File: config.mk
export PLATFORM = sky130hd
export DESIGN_NAME = plp_divider
export DESIGN_NICKNAME = d
export VERILOG_FILES = /design/src/sv/plp_pkg.sv /design/src/sv/plp_divider.sv
export SDC_FILE = /design/constraint.sdc
export NUM_CORES = 1
export LEC_CHECK = 0
export CAP_MARGIN = 20
export CORE_MARGIN = 5
export CORE_UTILIZATION = 46
export CTS_CLUSTER_SIZE = 8
export DETAILED_ROUTE_END_ITERATION = 8
export DONT_BUFFER_PORTS = 1
export GPL_TIMING_DRIVEN = 1
export PLACE_DENSITY = 0.61
export SLEW_MARGIN = 25
export SYNTH_ARGS = -nofsm -noshare
export SYNTH_HDL_FRONTEND = slang
export SYNTH_SLANG_ARGS = --single-unit
File: constraint.sdc
create_clock -name clock -period 4 [get_ports clock]
set_clock_uncertainty 0.1 [all_clocks]
set_input_delay 0.6 -clock clock [delete_from_list [all_inputs] [get_ports clock]]
set_output_delay 0.6 -clock clock [all_outputs]
set_load 0.1 [all_outputs]
File: src/sv/plp_pkg.sv
// ----------------------------------------------------------------------------
// plp_pkg
// Widths, register indexes, shared request/response types and the CORDIC
// angle table for the polyline label point placer.
// ----------------------------------------------------------------------------
package plp_pkg;

   localparam int COORD_W  = 20;   // vertex coordinate, Q3.16 signed
   localparam int DELTA_W  = 21;   // vertex difference, signed
   localparam int MAG_W    = 20;   // magnitude of a difference
   localparam int SQ_W     = 41;   // sum of squares
   localparam int SQR_W    = 42;   // square root working registers
   localparam int ROOT_W   = 21;
   localparam int TILE_W   = 14;
   localparam int CFG_W    = 24;
   localparam int LEN_W    = 26;   // segment length, Q.8 px
   localparam int STEP_W   = 25;   // spacing + text length
   localparam int MUL_W    = 26;   // multiplier operand width
   localparam int PROD_W   = 52;
   localparam int DIV_N_W  = 46;
   localparam int DIV_D_W  = 26;
   localparam int DIV_CNT_W = 6;
   localparam int VAL_W    = 22;   // coordinate on the segment, signed
   localparam int PT_W     = 16;
   localparam int ANG_W    = 16;
   localparam int ZW       = 26;   // CORDIC angle accumulator, Q16 degrees
   localparam int CX_W     = 32;   // CORDIC x/y
   localparam int ATAN_W   = 22;
   localparam int CORDIC_STEPS = 18;
   localparam int CSTEP_W  = 5;
   localparam int NPT_W    = 7;
   localparam int MAX_POINTS = 64;
   localparam int DEG_LIMIT  = 23040;
   localparam int DEG_RIGHT  = 11520;
   localparam int HALF_TURN_Q16 = 180 * 65536;
   localparam int TILE_RESET = 256;

   typedef logic [1:0] csr_index_type;
   localparam csr_index_type CSR_LABEL_SPACING = 2'd0;
   localparam csr_index_type CSR_TEXT_LENGTH   = 2'd1;
   localparam csr_index_type CSR_TILE_PIXELS   = 2'd2;

   typedef struct packed {
      logic               start;
      logic [DIV_N_W-1:0] num;
      logic [DIV_D_W-1:0] den;
   } div_req_type;

   typedef struct packed {
      logic               done;
      logic [DIV_N_W-1:0] quot;
   } div_rsp_type;

   typedef struct packed {
      logic            start;
      logic [SQ_W-1:0] radicand;
   } sqrt_req_type;

   typedef struct packed {
      logic              done;
      logic [ROOT_W-1:0] root;
   } sqrt_rsp_type;

   typedef struct packed {
      logic                      start;
      logic signed [DELTA_W-1:0] dx;
      logic signed [DELTA_W-1:0] dy;
   } cordic_req_type;

   typedef struct packed {
      logic                    done;
      logic signed [ANG_W-1:0] angle;
   } cordic_rsp_type;

   // atan(2^-i) in degrees, Q16
   function automatic logic [ATAN_W-1:0] atan_entry(input logic [CSTEP_W-1:0] i);
      logic [ATAN_W-1:0] e;
      case (i)
         5'd0:  e = 22'd2949120;
         5'd1:  e = 22'd1740967;
         5'd2:  e = 22'd919879;
         5'd3:  e = 22'd466945;
         5'd4:  e = 22'd234379;
         5'd5:  e = 22'd117304;
         5'd6:  e = 22'd58666;
         5'd7:  e = 22'd29335;
         5'd8:  e = 22'd14668;
         5'd9:  e = 22'd7334;
         5'd10: e = 22'd3667;
         5'd11: e = 22'd1833;
         5'd12: e = 22'd917;
         5'd13: e = 22'd458;
         5'd14: e = 22'd229;
         5'd15: e = 22'd115;
         5'd16: e = 22'd57;
         5'd17: e = 22'd29;
         default: e = '0;
      endcase
      return e;
   endfunction

endpackage

File: src/sv/plp_divider.sv
// ----------------------------------------------------------------------------
// plp_divider
// Restoring unsigned divider, one quotient bit per cycle.
// ----------------------------------------------------------------------------
module plp_divider import plp_pkg::*; (
   input  logic        clock,
   input  logic        reset,
   input  div_req_type req,
   output div_rsp_type rsp
);

   localparam logic [DIV_CNT_W-1:0] LAST_CNT = DIV_CNT_W'(DIV_N_W - 1);

   logic                 busy_ff;
   logic                 done_ff;
   logic [DIV_CNT_W-1:0] cnt_ff;
   logic [DIV_N_W-1:0]   num_ff;   // dividend shifts out, quotient shifts in
   logic [DIV_D_W-1:0]   rem_ff;
   logic [DIV_D_W-1:0]   den_ff;
   logic [DIV_D_W:0]     rem_sh;
   logic [DIV_D_W:0]     diff;
   logic                 ge;

   assign rem_sh = {rem_ff, num_ff[DIV_N_W-1]};
   assign diff   = rem_sh - {1'b0, den_ff};
   assign ge     = rem_sh >= {1'b0, den_ff};

   always_ff @(posedge clock) begin
      if (reset) begin
         busy_ff <= 1'b0;
         done_ff <= 1'b0;
         cnt_ff  <= '0;
      end else begin
         done_ff <= 1'b0;
         if (req.start) begin
            busy_ff <= 1'b1;
            cnt_ff  <= LAST_CNT;
         end else if (busy_ff) begin
            if (cnt_ff == '0) begin
               busy_ff <= 1'b0;
               done_ff <= 1'b1;
            end else begin
               cnt_ff <= cnt_ff - 1'b1;
            end
         end
      end
   end

   always_ff @(posedge clock) begin
      if (req.start) begin
         num_ff <= req.num;
         rem_ff <= '0;
         den_ff <= req.den;
      end else if (busy_ff) begin
         num_ff <= {num_ff[DIV_N_W-2:0], ge};
         rem_ff <= ge ? diff[DIV_D_W-1:0] : rem_sh[DIV_D_W-1:0];
      end
   end

   assign rsp.done = done_ff;
   assign rsp.quot = num_ff;

endmodule

==> reports/qor.log <==
qor: timing.post-route-period-util 89.6%
qor: clock_network.cts_inserted_buffers 9
qor: cells_and_area.finish.instance_area 0.00615 mm2
qor: detailed_routing.routed_wire_length_per_instance 18.5 um
qor: detailed_routing.vias 3824
qor: global_route.grt_max_degree 101
qor: cells_and_area.fin_cells 683
qor: detailed_routing.detailedRoute.firstIterationViolations 230
qor: clock_network.tritoncts done
qor: cells_and_area.area_growth_from_synthesis_to_final_layout 8.40%
qor: clock_network.max-clock-path-buffers 2
qor: timing.worst_max_slew_margin_expressed_relative_to_the_limit 30.0%
qor: synth.synth_area_per_cell 11.0 um2
qor: timing.hold_viol_final 0
qor: clock_network.post-cts-setup-buffers 0
qor: timing.tightestPinTransition 1.05 ns
qor: synth.yosys_register_bits 106
qor: placement.dpl_cell_area 0.00582 mm2
qor: die.die-area 0.0147 mm2
qor: clock_network.insertion_delay 0.36 ns
qor: die.dieHeight 121 um
qor: power_and_ir_drop.power_leakage 0.00233 uW
qor: cells_and_area.drive_above_1_share 14.4%
qor: die.top_level_ports 122
qor: clock_network.cts.hold.buffers_added 0
qor: timing.min_period 3.58 ns
qor: clock_network.clkTransAtPathRegs 0.08 ns
qor: clock_network.clock-sinks 106
qor: die.placement_rows 40
qor: critical_path.critical_path_required 4.17 ns
qor: cells_and_area.antenna-diode-count 0
qor: critical_path.worst-endpoint-arrival 3.76 ns
qor: detailed_routing.drt_wl_total 12600 um
qor: placement.placement.setup.worst_slack 0.451 ns
qor: timing.final.setup.tns 0 ns
qor: job.max-cap-violations 0
qor: clock_network.clk_root_buffer_cell sky130_fd_sc_hd__clkbuf_16
qor: critical_path.endpoint_of_the_worst_slack_reg_to_reg_timing_path rem_ff[25]$_SDFFE_PP0P_
qor: synth.yosys.cell_types.count 54
qor: critical_path.critical_setup_path_kind reg2reg
qor: global_route.grt_antenna_before_repair 0
qor: synth.async_reset_ff_share 0%
qor: detailed_routing.drc 0
qor: status.run_status finished, final reports clean
qor: synth.synth_warnings 0
qor: global_route.via_count_of_the_first_global_routing_pass 4036
qor: critical_path.crit_fanout 15
qor: critical_path.start_kind flop
qor: placement.detailedPlacementHpwl 9010 um
qor: synth.number_of_enable_type_register_cells_in_the_synthesized_netlist 72
qor: detailed_routing.dr_pass1_iterations 4
qor: timing.unrepaired_setup_endpoints_after_global_routing false
qor: synth.synth_seq_area_share 50.1%
qor: placement.numPortBuffers 0
qor: timing.timing_max_transition_violations_final 0
qor: critical_path.worst_r2r_startpoint den_ff[3]$_DFFE_PP_
qor: global_route.track_usage 17.7%
qor: critical_path.rr_worst_depth 10
qor: timing.setup_slack_of_the_critical_path_after_layout 0.416 ns
qor: hold_path.timing.hold.worst_path_depth 1
qor: timing.maxClockFrequency 279 MHz
qor: power_and_ir_drop.peakVddDrop 0.394 mV
qor: timing.setup-violations-final 0
qor: hold_path.hold_path.startpoint reset
qor: global_route.grt_pass1_wl 20500 um
qor: critical_path.timing.critical_path.to_type flop
qor: clock_network.cts_max_level 3
qor: synth.postSynthNetCount 621
qor: critical_path.critPathLaunch den_ff[3]$_DFFE_PP_
qor: die.floorplan.core_area 0.0121 mm2
qor: cells_and_area.final_nets 614
qor: die.initial_util 47.1%
qor: synth.mappedNetlistArea 0.00568 mm2
qor: critical_path.worst-r2r-setup-slack 0.42 ns
qor: placement.gp_congestion 0.850
qor: synth.synth_cells 517
qor: global_route.overflow 0
qor: die.chipWidth 121 um
qor: detailed_routing.vias_per_cell 5.60
qor: synth.postSynth.topFlopCell sky130_fd_sc_hd__edfxtp_1
qor: placement.placed_cells 667
qor: power_and_ir_drop.power.density_cell_area 501 mW/mm2
qor: hold_path.hold_class in2reg
qor: clock_network.post_cts.resized_instances 0
qor: hold_path.timing.hold.worst_endpoint cnt_ff[3]$_SDFFE_PP0P_
qor: detailed_routing.detail-route-antenna-nets 0
qor: timing.hold_slack 0.208 ns
==> placed cells by master (no fill, tap or decap), types with 6 or more instances in the layout <==
master                       n
sky130_fd_sc_hd__a211oi_1   11
sky130_fd_sc_hd__a21o_1      6
sky130_fd_sc_hd__a21oi_1    30
sky130_fd_sc_hd__and3_1      6
sky130_fd_sc_hd__buf_4       6
sky130_fd_sc_hd__clkbuf_16   9
sky130_fd_sc_hd__dfxtp_1    34
sky130_fd_sc_hd__edfxtp_1   72
sky130_fd_sc_hd__ha_1       28
sky130_fd_sc_hd__inv_1      37
sky130_fd_sc_hd__mux2_2     45
sky130_fd_sc_hd__mux2i_1    13
sky130_fd_sc_hd__nand2_1    30
sky130_fd_sc_hd__nand2b_1    6
sky130_fd_sc_hd__nand3_1     7
sky130_fd_sc_hd__nor2_1     46
sky130_fd_sc_hd__nor3_1      7
sky130_fd_sc_hd__o21ai_0    24
sky130_fd_sc_hd__or3_1       7
sky130_fd_sc_hd__xnor2_1    22
==> cell families (layout without fill, tap and decap cells) <==
family                   count (synthesis)  count (layout)  synth area share (%)
AND/OR/NAND/NOR                        124             124                  10.1
AO/OA/AOI/OAI                          113             113                  13.6
flip-flops                             106             106                  50.1
buffers and inverters                   62              60                  4.56
multiplexers                            58              58                  11.2
adder cells (fa/ha/maj)                 29              29                  6.52
XOR/XNOR                                25              25                  3.86
==> Yosys cell counts, types with 2 or more instances <==
cell	instances	area, um2
sky130_fd_sc_hd__a2111oi_0	2	17.5
sky130_fd_sc_hd__a211oi_1	11	82.6
sky130_fd_sc_hd__a21boi_0	2	15.0
sky130_fd_sc_hd__a21o_1	6	45.0
sky130_fd_sc_hd__a21oi_1	30	150
sky130_fd_sc_hd__a311oi_1	5	43.8
sky130_fd_sc_hd__a31oi_1	5	31.3
sky130_fd_sc_hd__a32oi_1	5	43.8
sky130_fd_sc_hd__a41oi_1	2	17.5
sky130_fd_sc_hd__and3_1	6	37.5
sky130_fd_sc_hd__buf_2	3	15.0
sky130_fd_sc_hd__buf_4	2	15.0
sky130_fd_sc_hd__buf_6	2	22.5
sky130_fd_sc_hd__clkbuf_1	16	60.1
sky130_fd_sc_hd__dfxtp_1	34	681
sky130_fd_sc_hd__edfxtp_1	72	2160
sky130_fd_sc_hd__ha_1	28	350
sky130_fd_sc_hd__inv_1	38	143
sky130_fd_sc_hd__mux2_2	45	507
sky130_fd_sc_hd__mux2i_1	13	130
sky130_fd_sc_hd__nand2_1	30	113
sky130_fd_sc_hd__nand2b_1	6	37.5
sky130_fd_sc_hd__nand3_1	7	35.0
sky130_fd_sc_hd__nand4_1	3	18.8
sky130_fd_sc_hd__nor2_1	46	173
sky130_fd_sc_hd__nor2b_1	3	18.8
sky130_fd_sc_hd__nor3_1	7	35.0
sky130_fd_sc_hd__nor4_1	3	18.8
sky130_fd_sc_hd__o211ai_1	5	37.5
sky130_fd_sc_hd__o21a_1	3	22.5
sky130_fd_sc_hd__o21ai_0	24	120
sky130_fd_sc_hd__o21ai_1	2	10.0
sky130_fd_sc_hd__or3_1	7	43.8
sky130_fd_sc_hd__xnor2_1	22	193
sky130_fd_sc_hd__xor2_1	3	26.3
==> routing by layer <==
layer	track usage (%)	vias up	routed length [um]
met3	8.95	13	1260
met1	21.0	1798	5300
met5	0	-	0
li1	-	1874	-
met2	28.4	139	5900
met4	5.03	0	174
==> area by class of cell <==
cell class	instances	area, um2
clock buffers	10	239
clock inverters	6	98.8
fillers	1074	5910
inverters	38	143
multi-input cells	349	2570
flip-flops and latches	106	2840
well taps	168	210
repair buffers	6	45.0
==> worst max-delay path, stage by stage (launching register included) <==
cell	delay, ns
sky130_fd_sc_hd__edfxtp_1	0.33
sky130_fd_sc_hd__inv_1	0.04
sky130_fd_sc_hd__ha_1	0.36
sky130_fd_sc_hd__o211ai_1	0.12
sky130_fd_sc_hd__a21oi_1	0.32
sky130_fd_sc_hd__o2111ai_2	0.23
sky130_fd_sc_hd__a31oi_4	0.32
sky130_fd_sc_hd__a311oi_4	0.20
sky130_fd_sc_hd__nor2_2	0.82
sky130_fd_sc_hd__nand2_1	0.38
sky130_fd_sc_hd__o211ai_1	0.26
==> worst max-delay path by stage <==
stage                                          to  cells past startpoint
after floorplan           rem_ff[24]$_SDFFE_PP0P_                     12
after global placement    rem_ff[25]$_SDFFE_PP0P_                     10
after CTS                 rem_ff[25]$_SDFFE_PP0P_                     10
after global routing      rem_ff[20]$_SDFFE_PP0P_                     10
final                     rem_ff[25]$_SDFFE_PP0P_                     10
after detailed placement  rem_ff[25]$_SDFFE_PP0P_                     10
==> flip-flops by register name, summed over array words and instances, names as in the netlist <==
signal	flops
num_ff	46
den_ff	26
rem_ff	26
cnt_ff	6
busy_ff	1
done_ff	1
==> where the power goes <==
| group | total, uW | internal, uW | switching (uW) |
|---|---|---|---|
| Sequential | 1700 | 1280 | 414 |
| Clock | 993 | 574 | 419 |
| Combinational | 394 | 175 | 219 |
| Total | 3080 | 2030 | 1050 |
==> stage by stage <==
step,util [%],power (uW)
floorplan,-,2030
global placement,48.2,2110
detailed placement,48.2,2110
CTS,51.0,3110
global route,51.0,3210
finish,51.0,3080
Power figures use the tool's default switching activity.
