$ cat src/sv/plp_pkg.sv
// ----------------------------------------------------------------------------
// plp_pkg
// Widths, register indexes, shared request/response types and the CORDIC
// angle table for the polyline label point placer.
// ----------------------------------------------------------------------------
package plp_pkg;

   localparam int COORD_W  = 20;   // vertex coordinate, Q3.16 signed
   localparam int DELTA_W  = 21;   // vertex difference, signed
   localparam int MAG_W    = 20;   // magnitude of a difference
   localparam int SQ_W     = 41;   // sum of squares
   localparam int SQR_W    = 42;   // square root working registers
   localparam int ROOT_W   = 21;
   localparam int TILE_W   = 14;
   localparam int CFG_W    = 24;
   localparam int LEN_W    = 26;   // segment length, Q.8 px
   localparam int STEP_W   = 25;   // spacing + text length
   localparam int MUL_W    = 26;   // multiplier operand width
   localparam int PROD_W   = 52;
   localparam int DIV_N_W  = 46;
   localparam int DIV_D_W  = 26;
   localparam int DIV_CNT_W = 6;
   localparam int VAL_W    = 22;   // coordinate on the segment, signed
   localparam int PT_W     = 16;
   localparam int ANG_W    = 16;
   localparam int ZW       = 26;   // CORDIC angle accumulator, Q16 degrees
   localparam int CX_W     = 32;   // CORDIC x/y
   localparam int ATAN_W   = 22;
   localparam int CORDIC_STEPS = 18;
   localparam int CSTEP_W  = 5;
   localparam int NPT_W    = 7;
   localparam int MAX_POINTS = 64;
   localparam int DEG_LIMIT  = 23040;
   localparam int DEG_RIGHT  = 11520;
   localparam int HALF_TURN_Q16 = 180 * 65536;
   localparam int TILE_RESET = 256;

   typedef logic [1:0] csr_index_type;
   localparam csr_index_type CSR_LABEL_SPACING = 2'd0;
   localparam csr_index_type CSR_TEXT_LENGTH   = 2'd1;
   localparam csr_index_type CSR_TILE_PIXELS   = 2'd2;

   typedef struct packed {
      logic               start;
      logic [DIV_N_W-1:0] num;
      logic [DIV_D_W-1:0] den;
   } div_req_type;

   typedef struct packed {
      logic               done;
      logic [DIV_N_W-1:0] quot;
   } div_rsp_type;

   typedef struct packed {
      logic            start;
      logic [SQ_W-1:0] radicand;
   } sqrt_req_type;

   typedef struct packed {
      logic              done;
      logic [ROOT_W-1:0] root;
   } sqrt_rsp_type;

   typedef struct packed {
      logic                      start;
      logic signed [DELTA_W-1:0] dx;
      logic signed [DELTA_W-1:0] dy;
   } cordic_req_type;

   typedef struct packed {
      logic                    done;
      logic signed [ANG_W-1:0] angle;
   } cordic_rsp_type;

   // atan(2^-i) in degrees, Q16
   function automatic logic [ATAN_W-1:0] atan_entry(input logic [CSTEP_W-1:0] i);
      logic [ATAN_W-1:0] e;
      case (i)
         5'd0:  e = 22'd2949120;
         5'd1:  e = 22'd1740967;
         5'd2:  e = 22'd919879;
         5'd3:  e = 22'd466945;
         5'd4:  e = 22'd234379;
         5'd5:  e = 22'd117304;
         5'd6:  e = 22'd58666;
         5'd7:  e = 22'd29335;
         5'd8:  e = 22'd14668;
         5'd9:  e = 22'd7334;
         5'd10: e = 22'd3667;
         5'd11: e = 22'd1833;
         5'd12: e = 22'd917;
         5'd13: e = 22'd458;
         5'd14: e = 22'd229;
         5'd15: e = 22'd115;
         5'd16: e = 22'd57;
         5'd17: e = 22'd29;
         default: e = '0;
      endcase
      return e;
   endfunction

endpackage

$ cat src/sv/plp_isqrt.sv
// ----------------------------------------------------------------------------
// plp_isqrt
// Integer square root (floor), one result bit per cycle.
// ----------------------------------------------------------------------------
module plp_isqrt import plp_pkg::*; (
   input  logic         clock,
   input  logic         reset,
   input  sqrt_req_type req,
   output sqrt_rsp_type rsp
);

   localparam logic [SQR_W-1:0] TOP_BIT = SQR_W'(1) << (2 * (ROOT_W - 1));

   logic             busy_ff;
   logic             done_ff;
   logic [SQR_W-1:0] n_ff;
   logic [SQR_W-1:0] r_ff;
   logic [SQR_W-1:0] bit_ff;
   logic [SQR_W-1:0] rb;
   logic             ge;

   assign rb = r_ff + bit_ff;
   assign ge = n_ff >= rb;

   always_ff @(posedge clock) begin
      if (reset) begin
         busy_ff <= 1'b0;
         done_ff <= 1'b0;
      end else begin
         done_ff <= 1'b0;
         if (req.start) begin
            busy_ff <= 1'b1;
         end else if (busy_ff && bit_ff[0]) begin
            busy_ff <= 1'b0;
            done_ff <= 1'b1;
         end
      end
   end

   always_ff @(posedge clock) begin
      if (req.start) begin
         n_ff   <= {1'b0, req.radicand};
         r_ff   <= '0;
         bit_ff <= TOP_BIT;
      end else if (busy_ff) begin
         if (ge) begin
            n_ff <= n_ff - rb;
            r_ff <= (r_ff >> 1) + bit_ff;
         end else begin
            r_ff <= r_ff >> 1;
         end
         bit_ff <= bit_ff >> 2;
      end
   end

   assign rsp.done = done_ff;
   assign rsp.root = r_ff[ROOT_W-1:0];

endmodule

$ cat config.mk
export PLATFORM = sky130hd
export DESIGN_NAME = plp_isqrt
export DESIGN_NICKNAME = d
export VERILOG_FILES = /design/src/sv/plp_pkg.sv /design/src/sv/plp_isqrt.sv
export SDC_FILE = /design/constraint.sdc
export NUM_CORES = 1
export LEC_CHECK = 0
export CAP_MARGIN = 20
export CORE_MARGIN = 5
export CORE_UTILIZATION = 57
export DETAILED_ROUTE_END_ITERATION = 16
export DONT_BUFFER_PORTS = 1
export GPL_TIMING_DRIVEN = 0
export PLACE_DENSITY_LB_ADDON = 0.25
export SYNTH_ARGS = -nofsm -noshare
export SYNTH_HDL_FRONTEND = slang
export SYNTH_SLANG_ARGS = --single-unit
$ cat constraint.sdc
create_clock -name clock -period 5.9 [get_ports clock]
set_input_delay 0.885 -clock clock [delete_from_list [all_inputs] [get_ports clock]]
set_output_delay 0.885 -clock clock [all_outputs]
set_load 0.01 [all_outputs]
==> results of run 1 <==
==> cells in the mapped netlist (10+ instances only) <==
master / instances / area share
xor2_1: 44 / 0.040
nor2_1: 111 / 0.043
nand3_1: 23 / 0.012
buf_2: 11 / 0.0057
nor3_1: 24 / 0.012
ha_1: 86 / 0.11
a21oi_1: 85 / 0.044
nor2b_1: 13 / 0.0084
a211oi_1: 30 / 0.023
dfxtp_1: 66 / 0.14
buf_4: 25 / 0.019
clkbuf_1: 39 / 0.015
a221oi_1: 11 / 0.0099
edfxtp_1: 41 / 0.13
and2_1: 14 / 0.0090
nand2_1: 129 / 0.050
inv_1: 37 / 0.014
a31oi_1: 33 / 0.021
mux2i_1: 31 / 0.032
a21o_1: 29 / 0.022
o211ai_1: 10 / 0.0077
o21ai_0: 100 / 0.052
nand4_1: 19 / 0.012
xnor2_1: 50 / 0.045
==> routing by layer <==
metal,vias to the layer above,track usage,wire length (um)
met1,4450,0.371,12300
met4,0,0.104,1100
met5,-,0,0
met3,89,0.0511,2280
li1,4476,-,-
met2,421,0.471,13500
==> cell families after synthesis <==
kind of cell | Yosys count | synth area share
AO/OA/AOI/OAI | 382 | 0.257
XOR/XNOR | 94 | 0.0848
adder cells (fa/ha/maj) | 87 | 0.113
buffers and inverters | 116 | 0.0575
flip-flops | 107 | 0.263
multiplexers | 37 | 0.0389
AND/OR/NAND/NOR | 384 | 0.186
==> tightest hold or removal path, cell delays in order (launching register included) <==
cell and delay (ps):
dfxtp_1 350, inv_1 50, o21ai_0 60
==> layout make-up <==
type	count	share of cell area
buffer	79	0.0405
clock buffer	11	0.0244
clock inverter	5	0.00410
inverter	37	0.0134
multi-input combinational	984	0.642
sequential	107	0.246
tap	220	0.0265
timing repair buffer	3	0.00338
==> per-stage QoR <==
stage                     TNS, ps  setup WS, ps
final                           0           229
after global routing        -5.23         -5.23
after CTS                       0          20.5
after detailed placement    -7380          -255
after global placement     -43450         -1060
after floorplan                 0           629
==> how the worst max path moves through the flow <==
stage / cells past startpoint / startpoint / end / slack [ps]
global route: 23 / bit_ff[0] / r_ff[34] / -5
detailed placement: 19 / r_ff[6] / n_ff[29] / -250
finish: 22 / bit_ff[0] / r_ff[26] / 230
global placement: 18 / r_ff[6] / n_ff[15] / -1060
floorplan: 18 / r_ff[2] / n_ff[0] / 630
CTS: 19 / r_ff[6] / n_ff[16] / 20
==> state kept, by name (all words and copies together), names as in the netlist <==
name and count:
done_ff 1, bit_ff 21, r_ff 42, busy_ff 1, n_ff 42
==> report_power, final <==
group	switching, mW	internal (mW)
clock network	0.317	0.317
logic	2.21	1.32
registers	0.174	1.05
==> what timing repair did <==
item / in CTS / in global routing
endpoints found under the hold margin: 0 / 0
endpoints found under the setup margin: 49 / 82
resized for setup: 3 / 12
buffers inserted: 0 / 2
pin swaps: 0 / 1
==> impl_metrics.env, run 1 <==
export IMPL_min_delay_start="bit_ff[40]"
export IMPL_synth_seq_cells=107
export IMPL_grt_start_max_net_pins=26
export IMPL_layout_drive_gt1_share=0.0840
export IMPL_finalCritPeriodShare=0.961
export IMPL_ant_nets=0
export IMPL_detail_route_drc_violations=0
export IMPL_tritoncts="done"
export IMPL_worst_hold_path_endpoint="bit_ff[40]"
export IMPL_crit_chain="ha_1 -> ha_1 -> a21o_1 -> a41o_1 -> a211oi_2 -> o21ai_0 -> nor2_1 -> nor2_1 -> o21ai_0 -> xor2_1 -> ha_1 -> nand4_1 -> nor4_2 -> and4_1 -> a211oi_2 -> nor4b_4 -> buf_4 -> nor2_2 -> buf_2 -> buf_2 -> o21ai_0 -> a221oi_1"
export IMPL_place_congestion=0.949
export IMPL_grt_pass1_wl_um=45000
export IMPL_reg2reg_from="bit_ff[0]"
export IMPL_setup_worst_path_class="reg -> reg"
export IMPL_fillerInstances=1500
export IMPL_num_io_pins=66
export IMPL_final_max_slew_viol_count=0
export IMPL_critical_path_endpoint_type="flip-flop"
export IMPL_area_of_combinational_cells_with_multiple_inputs_um2=6660
export IMPL_floorplan_core_area_um2=16600
export IMPL_postSynthCellCount=1207
export IMPL_htree_num_levels=3
export IMPL_area_growth_syn_to_fin_pct=6.88
export IMPL_power_density_cell_area_nw_per_um2=520
export IMPL_setup_worst_path_start_class="flip-flop"
export IMPL_final_util=0.624
export IMPL_tightest_slew_ps=1070
export IMPL_globalRoute_totalOverflow=0
export IMPL_number_of_nets_in_the_synthesized_netlist=1338
export IMPL_place_hpwl_um=22200
export IMPL_final_hold_violation_count=0
export IMPL_min_delay_path_class="reg -> reg"
export IMPL_whs_path_depth=2
export IMPL_layout_nets=1352
export IMPL_wl_per_cell_um=20.1
export IMPL_synthFlopType="dfxtp_1"
export IMPL_count_of_clock_tree_sinks=107
export IMPL_post_synth_edffs=41
export IMPL_worst_ep_required_time_ps=6170
export IMPL_avgViaCountPerCell=6.53
export IMPL_path_delay_family="compound AO/OA/AOI/OAI gates"
export IMPL_rows=47
export IMPL_maxCapViolations=0
export IMPL_syn_cell_area_um2=9710
export IMPL_seqCellArea_um2=2550
export IMPL_antenna_violations_before_repair=0
export IMPL_clock_latency_ps=370
export IMPL_dpl_cell_area_um2=10000
export IMPL_terminus_of_the_critical_flop_to_flop_path="r_ff[26]"
export IMPL_slew_headroom=0.286
export IMPL_first_global_vias=8712
export IMPL_drt_pass1_iter_count=6
export IMPL_leading_cell_type_in_the_layout_fill_and_taps_excluded="nand2_1"
export IMPL_postCtsHoldBufs=0
export IMPL_final_cell_count_no_fill=1446
export IMPL_numCtsBuffers=9
export IMPL_initial_utilization=0.583
export IMPL_design_area_um2=10400
export IMPL_cp_buffers_inverters=3
export IMPL_outcome="completed"
export IMPL_worst_r2r_cell_count=22
export IMPL_leakage_power_nw=4.02
export IMPL_dieArea_um2=19700
export IMPL_placedCellCount=1428
export IMPL_hold_worst_slack_ps=507
export IMPL_final_min_clock_period_ps=5670
export IMPL_crit_arrival_ps=5940
export IMPL_layout_common_cells="nand2_1, nor2_1, o21ai_0"
export IMPL_power_ir_vdd_worst_mv=0.315
export IMPL_rrSetupSlack_ps=230
export IMPL_synthArstFlopShare=0
export IMPL_cp_slowest_cell="nor4_2"
export IMPL_routed_wl_um=29100
export IMPL_timing_clock_skew_ps=7.73
export IMPL_groute_usage_overall=0.285
export IMPL_initialDrtViolationCount=920
export IMPL_slowest_delay_ps=470
export IMPL_avgSynthCellArea_um2=8.05
export IMPL_synth_lib_cells_used_distinct=72
export IMPL_worst_path_fanout_max=10
export IMPL_n_antenna_cell=0
export IMPL_ctsLongestPathBuffers=2
export IMPL_clock_root_buffer="clkbuf_16"
export IMPL_synth_yosys_seq_area_share=0.263
export IMPL_yosys_warnings=0
export IMPL_chipHeight_um=141
export IMPL_port_buffers=0
export IMPL_cts_clk_slew_worst_paths_ps=80
export IMPL_timing_fmax_ghz=0.176
export IMPL_finalSetupViolations=0
export IMPL_finalPower_mw=5.39
export IMPL_die_x_um=141
export IMPL_detailroute_via_count=9436
(Power assumes the default switching activity.)
==> run 2: changes to the inputs <==
- BUFFER_PORTS_ARGS: default -> -buffer_cell sky130_fd_sc_hd__buf_4
- DONT_BUFFER_PORTS: 1 -> default
==> run 2 against run 1 <==
Register-to-register slack gained 150 ps. Highest routed layer unchanged. Critical endpoint is now r_ff[10]. Largest cell class unchanged. Global-route usage grew 0.35 points. Hold slack gained 1.3 ps. Clock skew shrank 1.7 ps. Critical path type unchanged. Power grew 0.63%. Via count grew 2.5%. Non-clock buffer count grew 65. Maximum frequency grew 2.7%. Combinational power grew 1%.
==> impl_metrics.env, run 2 (synthesis results as in run 1) <==
export IMPL_outcome="completed"
export IMPL_gr_max_usage_layer="met2"
export IMPL_place_congestion=0.985
export IMPL_power_density_cell_area_nw_per_um2=500
export IMPL_layout_nets=1417
export IMPL_tritoncts="done"
export IMPL_finalPower_mw=5.43
export IMPL_grt_met3_usage=0.0545
export IMPL_die_x_um=141
export IMPL_worst_ep_required_time_ps=6170
export IMPL_grt_start_max_net_pins=29
export IMPL_finalSetupViolations=0
export IMPL_numCtsBuffers=9
export IMPL_setup_worst_path_start_class="flip-flop"
export IMPL_floorplan_core_area_um2=16600
export IMPL_min_delay_path_class="reg -> reg"
export IMPL_finalCritPeriodShare=0.936
export IMPL_leading_cell_type_in_the_layout_fill_and_taps_excluded="nand2_1"
export IMPL_final_hold_violation_count=0
export IMPL_antenna_violations_before_repair=1
export IMPL_htree_num_levels=3
export IMPL_seqCellArea_um2=2550
export IMPL_routed_wl_um=28900
export IMPL_maxCapViolations=0
export IMPL_gr_layer_usage_met1=0.386
export IMPL_dieArea_um2=19700
export IMPL_layout_common_cells="nand2_1, nor2_1, o21ai_0"
export IMPL_final_min_clock_period_ps=5520
export IMPL_setup_worst_path_class="reg -> reg"
export IMPL_worst_path_fanout_max=10
export IMPL_ctsLongestPathBuffers=2
export IMPL_tns_ps=0
export IMPL_num_io_pins=66
export IMPL_area_growth_syn_to_fin_pct=11.8
export IMPL_power_ir_vdd_worst_mv=0.270
export IMPL_ant_nets=0
export IMPL_clock_latency_ps=370
export IMPL_initialDrtViolationCount=986
export IMPL_groute_usage_overall=0.288
export IMPL_area_of_combinational_cells_with_multiple_inputs_um2=6650
export IMPL_worst_r2r_cell_count=22
export IMPL_drt_pass1_iter_count=6
export IMPL_chipHeight_um=141
export IMPL_rows=47
export IMPL_globalRoute_totalOverflow=0
export IMPL_groute_layer_met2_usage=0.462
export IMPL_final_max_slew_viol_count=0
export IMPL_tightest_slew_ps=1070
export IMPL_count_of_clock_tree_sinks=107
export IMPL_whs_path_depth=2
export IMPL_grt_pass1_wl_um=45800
export IMPL_postCtsHoldBufs=0
export IMPL_critical_path_endpoint_type="flip-flop"
export IMPL_wl_per_cell_um=19.1
export IMPL_cts_clk_slew_worst_paths_ps=80
export IMPL_crit_arrival_ps=5790
export IMPL_layout_drive_gt1_share=0.127
export IMPL_dpl_cell_area_um2=10500
export IMPL_detailroute_via_count=9668
export IMPL_avgViaCountPerCell=6.39
export IMPL_design_area_um2=10900
export IMPL_rsz0062_at_grt="false"
export IMPL_place_hpwl_um=22000
export IMPL_timing_fmax_ghz=0.181
export IMPL_fillerInstances=1488
export IMPL_detail_route_drc_violations=0
export IMPL_leakage_power_nw=4.34
export IMPL_port_buffers=64
export IMPL_clock_root_buffer="clkbuf_16"
export IMPL_top_regs="n_ff: 42 flops, r_ff: 42 flops, bit_ff: 21 flops"
export IMPL_first_global_vias=8961
export IMPL_timing_clock_skew_ps=6.05
export IMPL_slew_headroom=0.285
export IMPL_initial_utilization=0.583
-- run 2: layer usage --
metal  wire length (um)  vias to the layer above
met5                  0                        -
met4               1080                        0
met3               2360                       83
met2              13300                      474
met1              12200                     4510
li1                   -                     4601
-- run 2: repair_timing --
action,in CTS,in global routing
resized for setup,2,11
endpoints found under the setup margin,34,77
pin swaps,0,0
setup buffers,0,3
-- run 2: layout make-up --
class,instances,share of cell area
multi-input combinational,984,0.612
sequential,107,0.235
timing repair buffer,68,0.0482
buffer,79,0.0389
tap,220,0.0254
clock buffer,11,0.0234
inverter,37,0.0128
clock inverter,5,0.00369
antenna,1,0.000230
-- run 2: where the power goes --
part,switching [mW],internal [mW],total (mW)
combinational,2.19,1.38,3.57
clock,0.314,0.319,0.634
sequential,0.175,1.05,1.23
-- run 2: worst max-delay path, stage by stage (launching register included) --
cell      delay (ps)
dfxtp_1          370
ha_1             220
ha_1             210
a21o_1           210
a41o_1           290
a211oi_2         310
o211ai_1         180
and2_1           220
and3_1           200
o21ai_0          230
xor2_1           140
ha_1             290
buf_2            170
and4_1           220
a211oi_1          50
o31a_1           270
o41a_1           410
buf_4            170
nor2_2           230
clkbuf_4         310
buf_2            330
o21ai_0          130
a221oi_1         260
-- run 2: metrics by stage --
step,instances,worst slack [ps],utilization,hold slack (ps)
final,1512,376,0.652,508
after global routing,1512,25.7,0.652,532
after CTS,1508,3.59,0.649,510
after detailed placement,1492,-143,0.630,497
after global placement,1491,-1070,0.629,488
after floorplan,1207,629,-,463
-- run 2: final timing paths --
kind	from	end	slack (ps)
worst min register to register	bit_ff[40]	bit_ff[40]	510
worst min-delay path	bit_ff[40]	bit_ff[40]	510
worst max register to register	bit_ff[0]	r_ff[10]	380
worst max-delay path	bit_ff[0]	r_ff[10]	380
